### src/rtl/pvsd_pkg.sv
// Package with constants and helper functions for the prefix varint signed decoder.
package pvsd_pkg;

    // Stream byte, decoded value and encoded length widths.
    localparam int BYTE_W  = 8;
    localparam int VALUE_W = 64;
    localparam int LEN_W   = 4;

    // Output tdata width: value and length packed, padded to whole bytes.
    localparam int M_DATA_W = ((VALUE_W + LEN_W + 7) / 8) * 8;

    // Length class of a 0xFF lead: a raw word with no sign extension.
    localparam logic [LEN_W-1:0] RAW_CLASS = 4'd8;

    // Classes at or above this one take no value bits from the lead byte.
    localparam logic [LEN_W-1:0] NO_LEAD_BITS_CLASS = 4'd7;

    typedef logic [VALUE_W-1:0] value_t;
    typedef logic [LEN_W-1:0]   len_t;

    // Count of leading one bits in a byte, 0 to 8.
    function automatic len_t count_leading_ones(input logic [BYTE_W-1:0] b);
        len_t n;
        logic run;
        n   = '0;
        run = 1'b1;
        for (int i = BYTE_W - 1; i >= 0; i--) begin
            run = run & b[i];
            n   = n + {{(LEN_W-1){1'b0}}, run};
        end
        return n;
    endfunction

    // Sign-extend the gathered bits from 7 * (cls + 1) bits; the raw class passes as is.
    function automatic value_t sign_extend(input value_t acc, input len_t cls);
        value_t     result;
        logic [6:0] top;
        if (cls >= RAW_CLASS) begin
            result = acc;
        end else begin
            // Index of the sign bit: 7 * (cls + 1) - 1.
            top = 7'(({3'b000, cls} << 3) - {3'b000, cls} + 7'd6);
            for (int i = 0; i < VALUE_W; i++) begin
                result[i] = (7'(i) <= top) ? acc[i] : acc[top[5:0]];
            end
        end
        return result;
    endfunction

endpackage

### src/rtl/prefix_varint_signed_decoder.sv
// Top level of the prefix varint signed decoder: byte stream in, decoded integers out.
//
// The block takes one stream byte per cycle on the slave side and keeps taking bytes every
// cycle while the master side is free or being drained. The count of leading ones in a lead
// byte gives how many bytes follow; the value bits are gathered big-endian and, on the last
// byte of an integer, sign-extended from 7 * (n + 1) bits (a 0xFF lead carries a raw 64-bit
// word). The result, with its encoded length of 1 to 9 bytes, appears on the master side
// in the cycle after its last byte is accepted, out of the result register that follows the
// combinational decode path. Bytes that finish no integer produce no beat. A partial integer
// stays pending until its remaining bytes arrive or until reset.
module prefix_varint_signed_decoder
    import pvsd_pkg::*;
(
    input  logic                 aclk,
    input  logic                 aresetn,
    // Input stream.
    input  logic                 s_tvalid,
    output logic                 s_tready,
    input  logic [BYTE_W-1:0]    s_tdata,   // [7:0] in_byte
    // Result stream.
    output logic                 m_tvalid,
    input  logic                 m_tready,
    output logic [M_DATA_W-1:0]  m_tdata    // [63:0] value, [67:64] encoded_length, rest zero
);

    // Decoder state.
    len_t   bytes_left_reg, bytes_left_next;
    len_t   class_reg, class_next;
    value_t acc_reg, acc_next;

    // Result register.
    logic   m_valid_reg, m_valid_next;
    value_t m_value_reg, m_value_next;
    len_t   m_len_reg, m_len_next;

    logic   s_accept;
    logic   done;
    len_t   lead_ones;

    // A new byte may enter whenever the result register is empty or is being drained.
    assign s_tready = !m_valid_reg || m_tready;
    assign s_accept = s_tvalid && s_tready;

    // Decode of one byte: prefix detection on a lead byte, shift-in otherwise.
    always_comb begin
        lead_ones       = count_leading_ones(s_tdata);
        bytes_left_next = bytes_left_reg;
        class_next      = class_reg;
        acc_next        = acc_reg;
        done            = 1'b0;
        if (bytes_left_reg == '0) begin
            class_next      = lead_ones;
            bytes_left_next = lead_ones;
            if (lead_ones >= NO_LEAD_BITS_CLASS) begin
                acc_next = '0;
            end else begin
                acc_next = {{(VALUE_W-BYTE_W){1'b0}}, s_tdata & (8'h7f >> lead_ones)};
            end
            done = (lead_ones == '0);
        end else begin
            acc_next        = {acc_reg[VALUE_W-BYTE_W-1:0], s_tdata};
            bytes_left_next = bytes_left_reg - len_t'(1);
            done            = (bytes_left_reg == len_t'(1));
        end
    end

    // Result register load and drain.
    always_comb begin
        m_valid_next = m_valid_reg;
        m_value_next = m_value_reg;
        m_len_next   = m_len_reg;
        if (m_valid_reg && m_tready) begin
            m_valid_next = 1'b0;
        end
        if (s_accept && done) begin
            m_valid_next = 1'b1;
            m_value_next = sign_extend(acc_next, class_next);
            m_len_next   = class_next + len_t'(1);
        end
    end

    // Control and state registers.
    always_ff @(posedge aclk) begin
        if (!aresetn) begin
            bytes_left_reg <= '0;
            class_reg      <= '0;
            acc_reg        <= '0;
            m_valid_reg    <= 1'b0;
        end else begin
            m_valid_reg <= m_valid_next;
            if (s_accept) begin
                bytes_left_reg <= bytes_left_next;
                class_reg      <= class_next;
                acc_reg        <= acc_next;
            end
        end
    end

    // Result payload needs no reset.
    always_ff @(posedge aclk) begin
        m_value_reg <= m_value_next;
        m_len_reg   <= m_len_next;
    end

    assign m_tvalid = m_valid_reg;
    assign m_tdata  = {{(M_DATA_W-VALUE_W-LEN_W){1'b0}}, m_len_reg, m_value_reg};

endmodule
### config.mk
export PLATFORM = sky130hd
export DESIGN_NAME = prefix_varint_signed_decoder
export DESIGN_NICKNAME = d
export VERILOG_FILES = /design/src/rtl/pvsd_pkg.sv /design/src/rtl/prefix_varint_signed_decoder.sv
export SDC_FILE = /design/constraint.sdc
export NUM_CORES = 1
export LEC_CHECK = 0
export BUFFER_PORTS_ARGS = -buffer_cell sky130_fd_sc_hd__buf_2
export CAP_MARGIN = 20
export CORE_MARGIN = 3
export CORE_UTILIZATION = 59
export DETAILED_ROUTE_END_ITERATION = 10
export PLACE_DENSITY = 0.91
export SETUP_SLACK_MARGIN = 0.5
export SLEW_MARGIN = 20
export SYNTH_ARGS = -nofsm -noshare
export SYNTH_HDL_FRONTEND = slang
export SYNTH_SLANG_ARGS = --single-unit
### constraint.sdc
create_clock -name aclk -period 13.95 [get_ports aclk]
set_input_delay 2.79 -clock aclk [delete_from_list [all_inputs] [get_ports aclk]]
set_output_delay 2.79 -clock aclk [all_outputs]
set_load 0.005 [all_outputs]
== Word-level counts from Yosys, hierarchy flattened ==
Cells that the tools add are included.
W data, S select, Z words.

* $add $sub $neg: 11
* Multipliers: 0
* Divide/modulo/power cells: 0
* Magnitude comparators: 67
* Equal/unequal tests: 1
* Shift-type cells: 1
* Multiplexer cells: 74
* Bitwise gates (word level): 8
* Reductions and logical operators: 8

{| class="wikitable"
|+ Operators by type and width
! cell !! number
|-
| $le A6 B7 Y1 const A || 32
|-
| $mux W64 || 2
|-
| $le A5 B7 Y1 const A || 16
|-
| $mux W1 || 68
|-
| $le A4 B7 Y1 const A || 8
|-
| $le A3 B7 Y1 const A || 4
|-
| $add A4 B1 Y4 || 4
|-
| $le A1 B7 Y1 const A || 2
|-
| $le A2 B7 Y1 const A || 2
|-
| $and A8 B8 Y8 || 1
|-
| $logic_not A4 Y1 || 2
|-
| $mux W4 || 2
|-
| $mux W8 || 1
|-
| $shr A7 B4 Y8 const A || 1
|-
| $add A7 B3 Y7 const B || 1
|-
| $and A1 B1 Y1 || 7
|-
| $lt A6 B7 Y1 const B || 1
|-
| $sub A7 B4 Y7 || 1
|-
| $bmux W1 S6 || 1
|-
| $add A3 B1 Y4 || 1
|-
| $add A4 B1 Y4 const B || 1
|-
| $eq A4 B1 Y1 const B || 1
|-
| $ge A4 B3 Y1 const B || 1
|-
| $ge A4 B4 Y1 const B || 1
|-
| 7 further kinds || 9
|}

* Register bits: 133
* Latch bits: 0
* RAM bits: 0
* ROM bits: 0
* Input bits: 12
* Logic and storage cells: 176
* Memories kept: 0

== Depth between registers and ports, before layout ==
* Depth after elaboration: 16
* Gate-level depth with buffers: 25
* Mapped depth without buffers: 23

== Least setup slack after synthesis ==
Ideal clock, no wire load.

* Path kind: input-to-reg
* Start: in s_tdata[7]
* End: reg m_len_reg[0] (enable)
* Arrival: 12.026 ns
* Data required time: 13.285 ns
* Setup slack: 1.258 ns
* Stages: 14
* Buffers on the path: 0
* Path through: and2_1 and4_1 and2_1 fa_1 inv_1 fa_1 inv_1 ha_1 fa_1 xnor2_1 nand2_1 nor2_1 mux2i_1 nor4_1

* Word-level cells in the longest chain between the ends: 11
* Elaborated cells between the ends (all ways): 17

{| class="wikitable"
|+ RTL lines
! element !! RTL line !! text
|-
| from (decl) || prefix_varint_signed_decoder.sv:19 || <nowiki>input logic [BYTE_W-1:0] s_tdata,</nowiki>
|-
| $and A1 B1 Y1 || pvsd_pkg.sv:28 || <nowiki>run = run & b[i];</nowiki>
|-
| $add A1 B1 Y2 or $and A1 B1 Y1 (tied branches) || pvsd_pkg.sv:29, pvsd_pkg.sv:28 ||
|-
| $add A2 B1 Y3 or $and A1 B1 Y1 (tied branches) || pvsd_pkg.sv:29, pvsd_pkg.sv:28 ||
|-
| $add A3 B1 Y4 or $and A1 B1 Y1 (tied branches) || pvsd_pkg.sv:29, pvsd_pkg.sv:28 ||
|-
| $add A4 B1 Y4 or $and A1 B1 Y1 (tied branches) (3 in series) || pvsd_pkg.sv:29, pvsd_pkg.sv:28 ||
|-
| $add A4 B1 Y4 (*) || pvsd_pkg.sv:29 || <nowiki>n = n + {{(LEN_W-1){1'b0}}, run};</nowiki>
|-
| $logic_not A4 Y1 (*) || prefix_varint_signed_decoder.sv:59 || <nowiki>done = (lead_ones == '0);</nowiki>
|-
| $mux W1 (*) || prefix_varint_signed_decoder.sv:51 || <nowiki>if (bytes_left_reg == '0) begin</nowiki>
|-
| $logic_and A1 B1 Y1 (*) || prefix_varint_signed_decoder.sv:75 || <nowiki>if (s_accept && done) begin</nowiki>
|-
| to (signal assigned) || prefix_varint_signed_decoder.sv:102 || <nowiki>m_len_reg <= m_len_next;</nowiki>
|-
| to (decl) || prefix_varint_signed_decoder.sv:34 || <nowiki>len_t m_len_reg, m_len_next;</nowiki>
|}

Every way passes the cells marked *; elsewhere a longest branch is shown, timed or not.
A chain may end at the register's enable or synchronous reset.

== Final worst setup path ==
* Start: in s_tdata[7]
* End: reg m_value_reg[46] (data pin)

* Elaborated cells between the ends (all ways): 28

{| class="wikitable"
|+ RTL lines
! element !! RTL line !! text
|-
| $and A1 B1 Y1 || pvsd_pkg.sv:28 ||
|-
| $add A1 B1 Y2 or $and A1 B1 Y1 (tied branches) || pvsd_pkg.sv:29, pvsd_pkg.sv:28 ||
|-
| $add A2 B1 Y3 or $and A1 B1 Y1 (tied branches) || pvsd_pkg.sv:29, pvsd_pkg.sv:28 ||
|-
| $add A3 B1 Y4 or $and A1 B1 Y1 (tied branches) || pvsd_pkg.sv:29, pvsd_pkg.sv:28 ||
|-
| $add A4 B1 Y4 or $and A1 B1 Y1 (tied branches) (3 in series) || pvsd_pkg.sv:29, pvsd_pkg.sv:28 ||
|-
| $add A4 B1 Y4 (*) || pvsd_pkg.sv:29 ||
|-
| $mux W4 (*) || prefix_varint_signed_decoder.sv:51 ||
|-
| named net class_next[1] || prefix_varint_signed_decoder.sv:28 || <nowiki>len_t class_reg, class_next;</nowiki>
|-
| $sub A7 B4 Y7 || pvsd_pkg.sv:42 || <nowiki>top = 7'(({3'b000, cls} << 3) - {3'b000, cls} + 7'd6);</nowiki>
|-
| $add A7 B3 Y7 || pvsd_pkg.sv:42 ||
|-
| $bmux W1 S6 || pvsd_pkg.sv:44 || <nowiki>result[i] = (7'(i) <= top) ? acc[i] : acc[top[5:0]];</nowiki>
|-
| $mux W1 (implied by the code) || pvsd_pkg.sv:44 ||
|-
| $mux W1 || pvsd_pkg.sv:44 ||
|-
| $mux W64 (*) || pvsd_pkg.sv:38 || <nowiki>if (cls >= RAW_CLASS) begin</nowiki>
|-
| to (signal assigned) || prefix_varint_signed_decoder.sv:101 || <nowiki>m_value_reg <= m_value_next;</nowiki>
|-
| to (decl) || prefix_varint_signed_decoder.sv:33 || <nowiki>value_t m_value_reg, m_value_next;</nowiki>
|}

Mark *: on every way through the listed nets, which the timed path passes. The rest lies on a longest branch. The select of a mux whose other input is x is not followed.

==> flow_summary.ini <==
[worst_hold_path]
min_path_type = flip-flop to flip-flop

[grt]
grt_overflow_total = 0
grt_util_all_layers_pct = 32.5
grt_max_degree = 109
antenna_found_initial = 0
grt_pass1_wl_um = 36200
grt_pass1_vias = 6589

[synthesis]
synth_top_area_share_pct = 27.0
yosysWarnings = 0
synth-simple-area-share_pct = 20.3
synthCells = 816
synth_top_cell_by_area = edfxtp_1
synthAdderAreaFrac_pct = 2.45
synthXorXnorAreaFrac_pct = 1.11
avgSynthCellArea_sq_um = 9.27
seq_area_frac_synth_pct = 44.2
synth_common_cells = nand2_1 (159), o21ai_0 (82), edfxtp_1 (68)
synth_most_common_cell = nand2_1
synth_compound_area_share_pct = 16.3
muxShareOfSynthArea_pct = 11.2
synth_top_family_by_area = simple AND/OR/NAND/NOR gates
ys.flop_type = edfxtp_1
synth_edf_count = 68
yosys-top-cells-area = edfxtp_1 (27%), dfxtp_1 (17%), nand2_1 (7.9%), mux2i_1 (7.1%), o21ai_0 (5.4%)
synthArstFlopShare_pct = 0
synth_seq_cells = 133
syn_area_sq_um = 7560
synth_cell_types = 69

[worst_setup_path]
path_max_fanout = 32
reg2reg_slack_ns = 8.08
critPathKind = input pin to flip-flop
critPathArrivalTime_ns = 9.43
start_kind = input pin
worstPathRequired_ns = 14.09
end_kind = flip-flop

[timing]
clock.fmax_ghz = 0.108
fin_worst_skew_ns = 0.0116
tightest_slew_ns = 1.03
rsz0062_at_grt = no
worst_slack_ns = 4.66
hold_viol_final = 0
setup_violations = 0
tns_ns = 0
slew_headroom_pct = 31.1
worst_hold_slack_ns = 0.493
final_period_minus_worst_setup_slack_ns = 9.29
timing.final.crit_share_pct = 66.6
maxSlewViolCount = 0

[routing]
viasPerCell = 6.68
drt_wl_total_um = 22900
drt-initial-drc-count = 1319
drc_errors = 0
first_pass_iters = 6
wl_per_cell_um = 21.9
vias = 7000
detail-route-antenna-nets = 0

[cts]
clk_path_buf_depth = 2
root_buffer = clkbuf_16
cts-htree-levels = 4
ctsHoldBuffers = 0
clk_pin_slew_ns = 0.06
clock-sinks = 133
post_cts_buffers = 0
clk_latency_ns = 0.43
cts-buffers-inserted = 17
cts_resized = 0
cts_tree = yes

[finish]
nFillCells = 824
antenna_cells = 0
largest_register_ffs = 64
syn2layout_area_growth_pct = 14.6
drive_gt1_share_pct = 18.3
multi_input_area_sq_um = 3910
register_area_sq_um = 3340
fin_nets = 892
final_cells = 1048

[die]
die_area_sq_um = 14200
coreArea_sq_um = 12300
initial_utilization_pct = 61.7
io_pins = 86
rows = 40
die_x_um = 119
die-height_um = 119

[pwr]
leakage_nw = 3.40
ir_drop_uv = 98.5
total_power_mw = 1.55
power_density_nw_per_um2 = 179

[placement]
dp_slack_ns = 4.39
portBuffers = 81
routabilityCongestion = 1.02
dp_cells = 1016
dp.final_hpwl_um = 14400

[run]
drv_cap = 0

[status]
status = completed
worst paths after layout:
kind                                   startpoint         endpoint  depth (start not counted)
worst max register to register  bytes_left_reg[0]  m_value_reg[46]                         16
worst max-delay path                   s_tdata[7]  m_value_reg[46]                         23
worst min-delay path                  acc_reg[15]      acc_reg[15]                          2
worst min register to register        acc_reg[15]      acc_reg[15]                          2
cells by family (layout without fill, tap and decap cells):
group	Yosys count	count (layout)
compound gates	192	192
xor+xnor	8	8
other cells	1	4
fa+ha+maj	13	13
mux	69	69
flops	133	133
buf+inv	76	137
simple gates	324	324
critical path: stages:
cell and delay, ns:
buf_2 0.14, and2_1 0.17, and4_1 0.22, and2_1 0.17, fa_1 0.54, inv_1 0.05, fa_1 0.50, inv_1 0.04
ha_1 0.20, fa_1 0.54, and4bb_2 0.34, a21oi_4 0.27, inv_2 0.12, ha_1 0.32, xor2_1 0.59, o21ai_0 0.21
inv_1 0.47, nand3_1 0.13, a31oi_1 0.17, o32a_1 0.17, o211a_2 0.61, a31o_4 0.45, mux2i_1 0.19
stage by stage:
stage,utilization (%),cell area [sq um]
floorplan,-,7570
global placement,65.2,7990
detailed placement,65.2,7990
CTS,70.7,8660
global route,70.7,8660
finish,70.7,8660
power by group:
group | leakage, nW | switching [mW] | internal [mW]
registers | 1.16 | 0.0160 | 0.489
logic | 1.92 | 0.356 | 0.173
clock network | 0.322 | 0.180 | 0.337
total | 3.40 | 0.552 | 0.999
final cells by class:
cell class / count / share of cell area, %
Sequential cell: 133 / 38.6
Clock inverter: 14 / 2.82
Tap cell: 168 / 2.43
Clock buffer: 18 / 4.95
Multi-Input combinational cell: 610 / 45.1
Timing Repair Buffer: 90 / 5.46
Inverter: 15 / 0.650
layout by cell type (no fill, tap or decap), types with 5 or more instances in the layout:
cell | synthesis | layout
buf_4 | 4 | 9
o21ai_0 | 82 | 82
mux2i_1 | 54 | 54
nor2_1 | 34 | 33
a21boi_0 | 17 | 17
nor3_1 | 9 | 9
a32oi_1 | 5 | 5
xnor2_1 | 5 | 5
nand2_1 | 159 | 158
and2_1 | 54 | 54
o21ai_1 | 7 | 7
clkbuf_16 | 0 | 17
bufinv_16 | 0 | 6
mux4_2 | 12 | 12
a31o_2 | 5 | 5
ha_1 | 10 | 10
edfxtp_1 | 68 | 68
a21oi_1 | 27 | 27
and3_1 | 6 | 6
dfxtp_1 | 65 | 65
a31oi_1 | 14 | 14
inv_1 | 14 | 14
nand3_1 | 32 | 32
buf_2 | 9 | 81
layer usage:
layer | track usage, % | wire [um]
met2 | 52.3 | 10700
met1 | 41.9 | 8280
met4 | 14.8 | 1160
met3 | 7.17 | 2800
met5 | 0 | 0
Power figures use the tool's default switching activity.
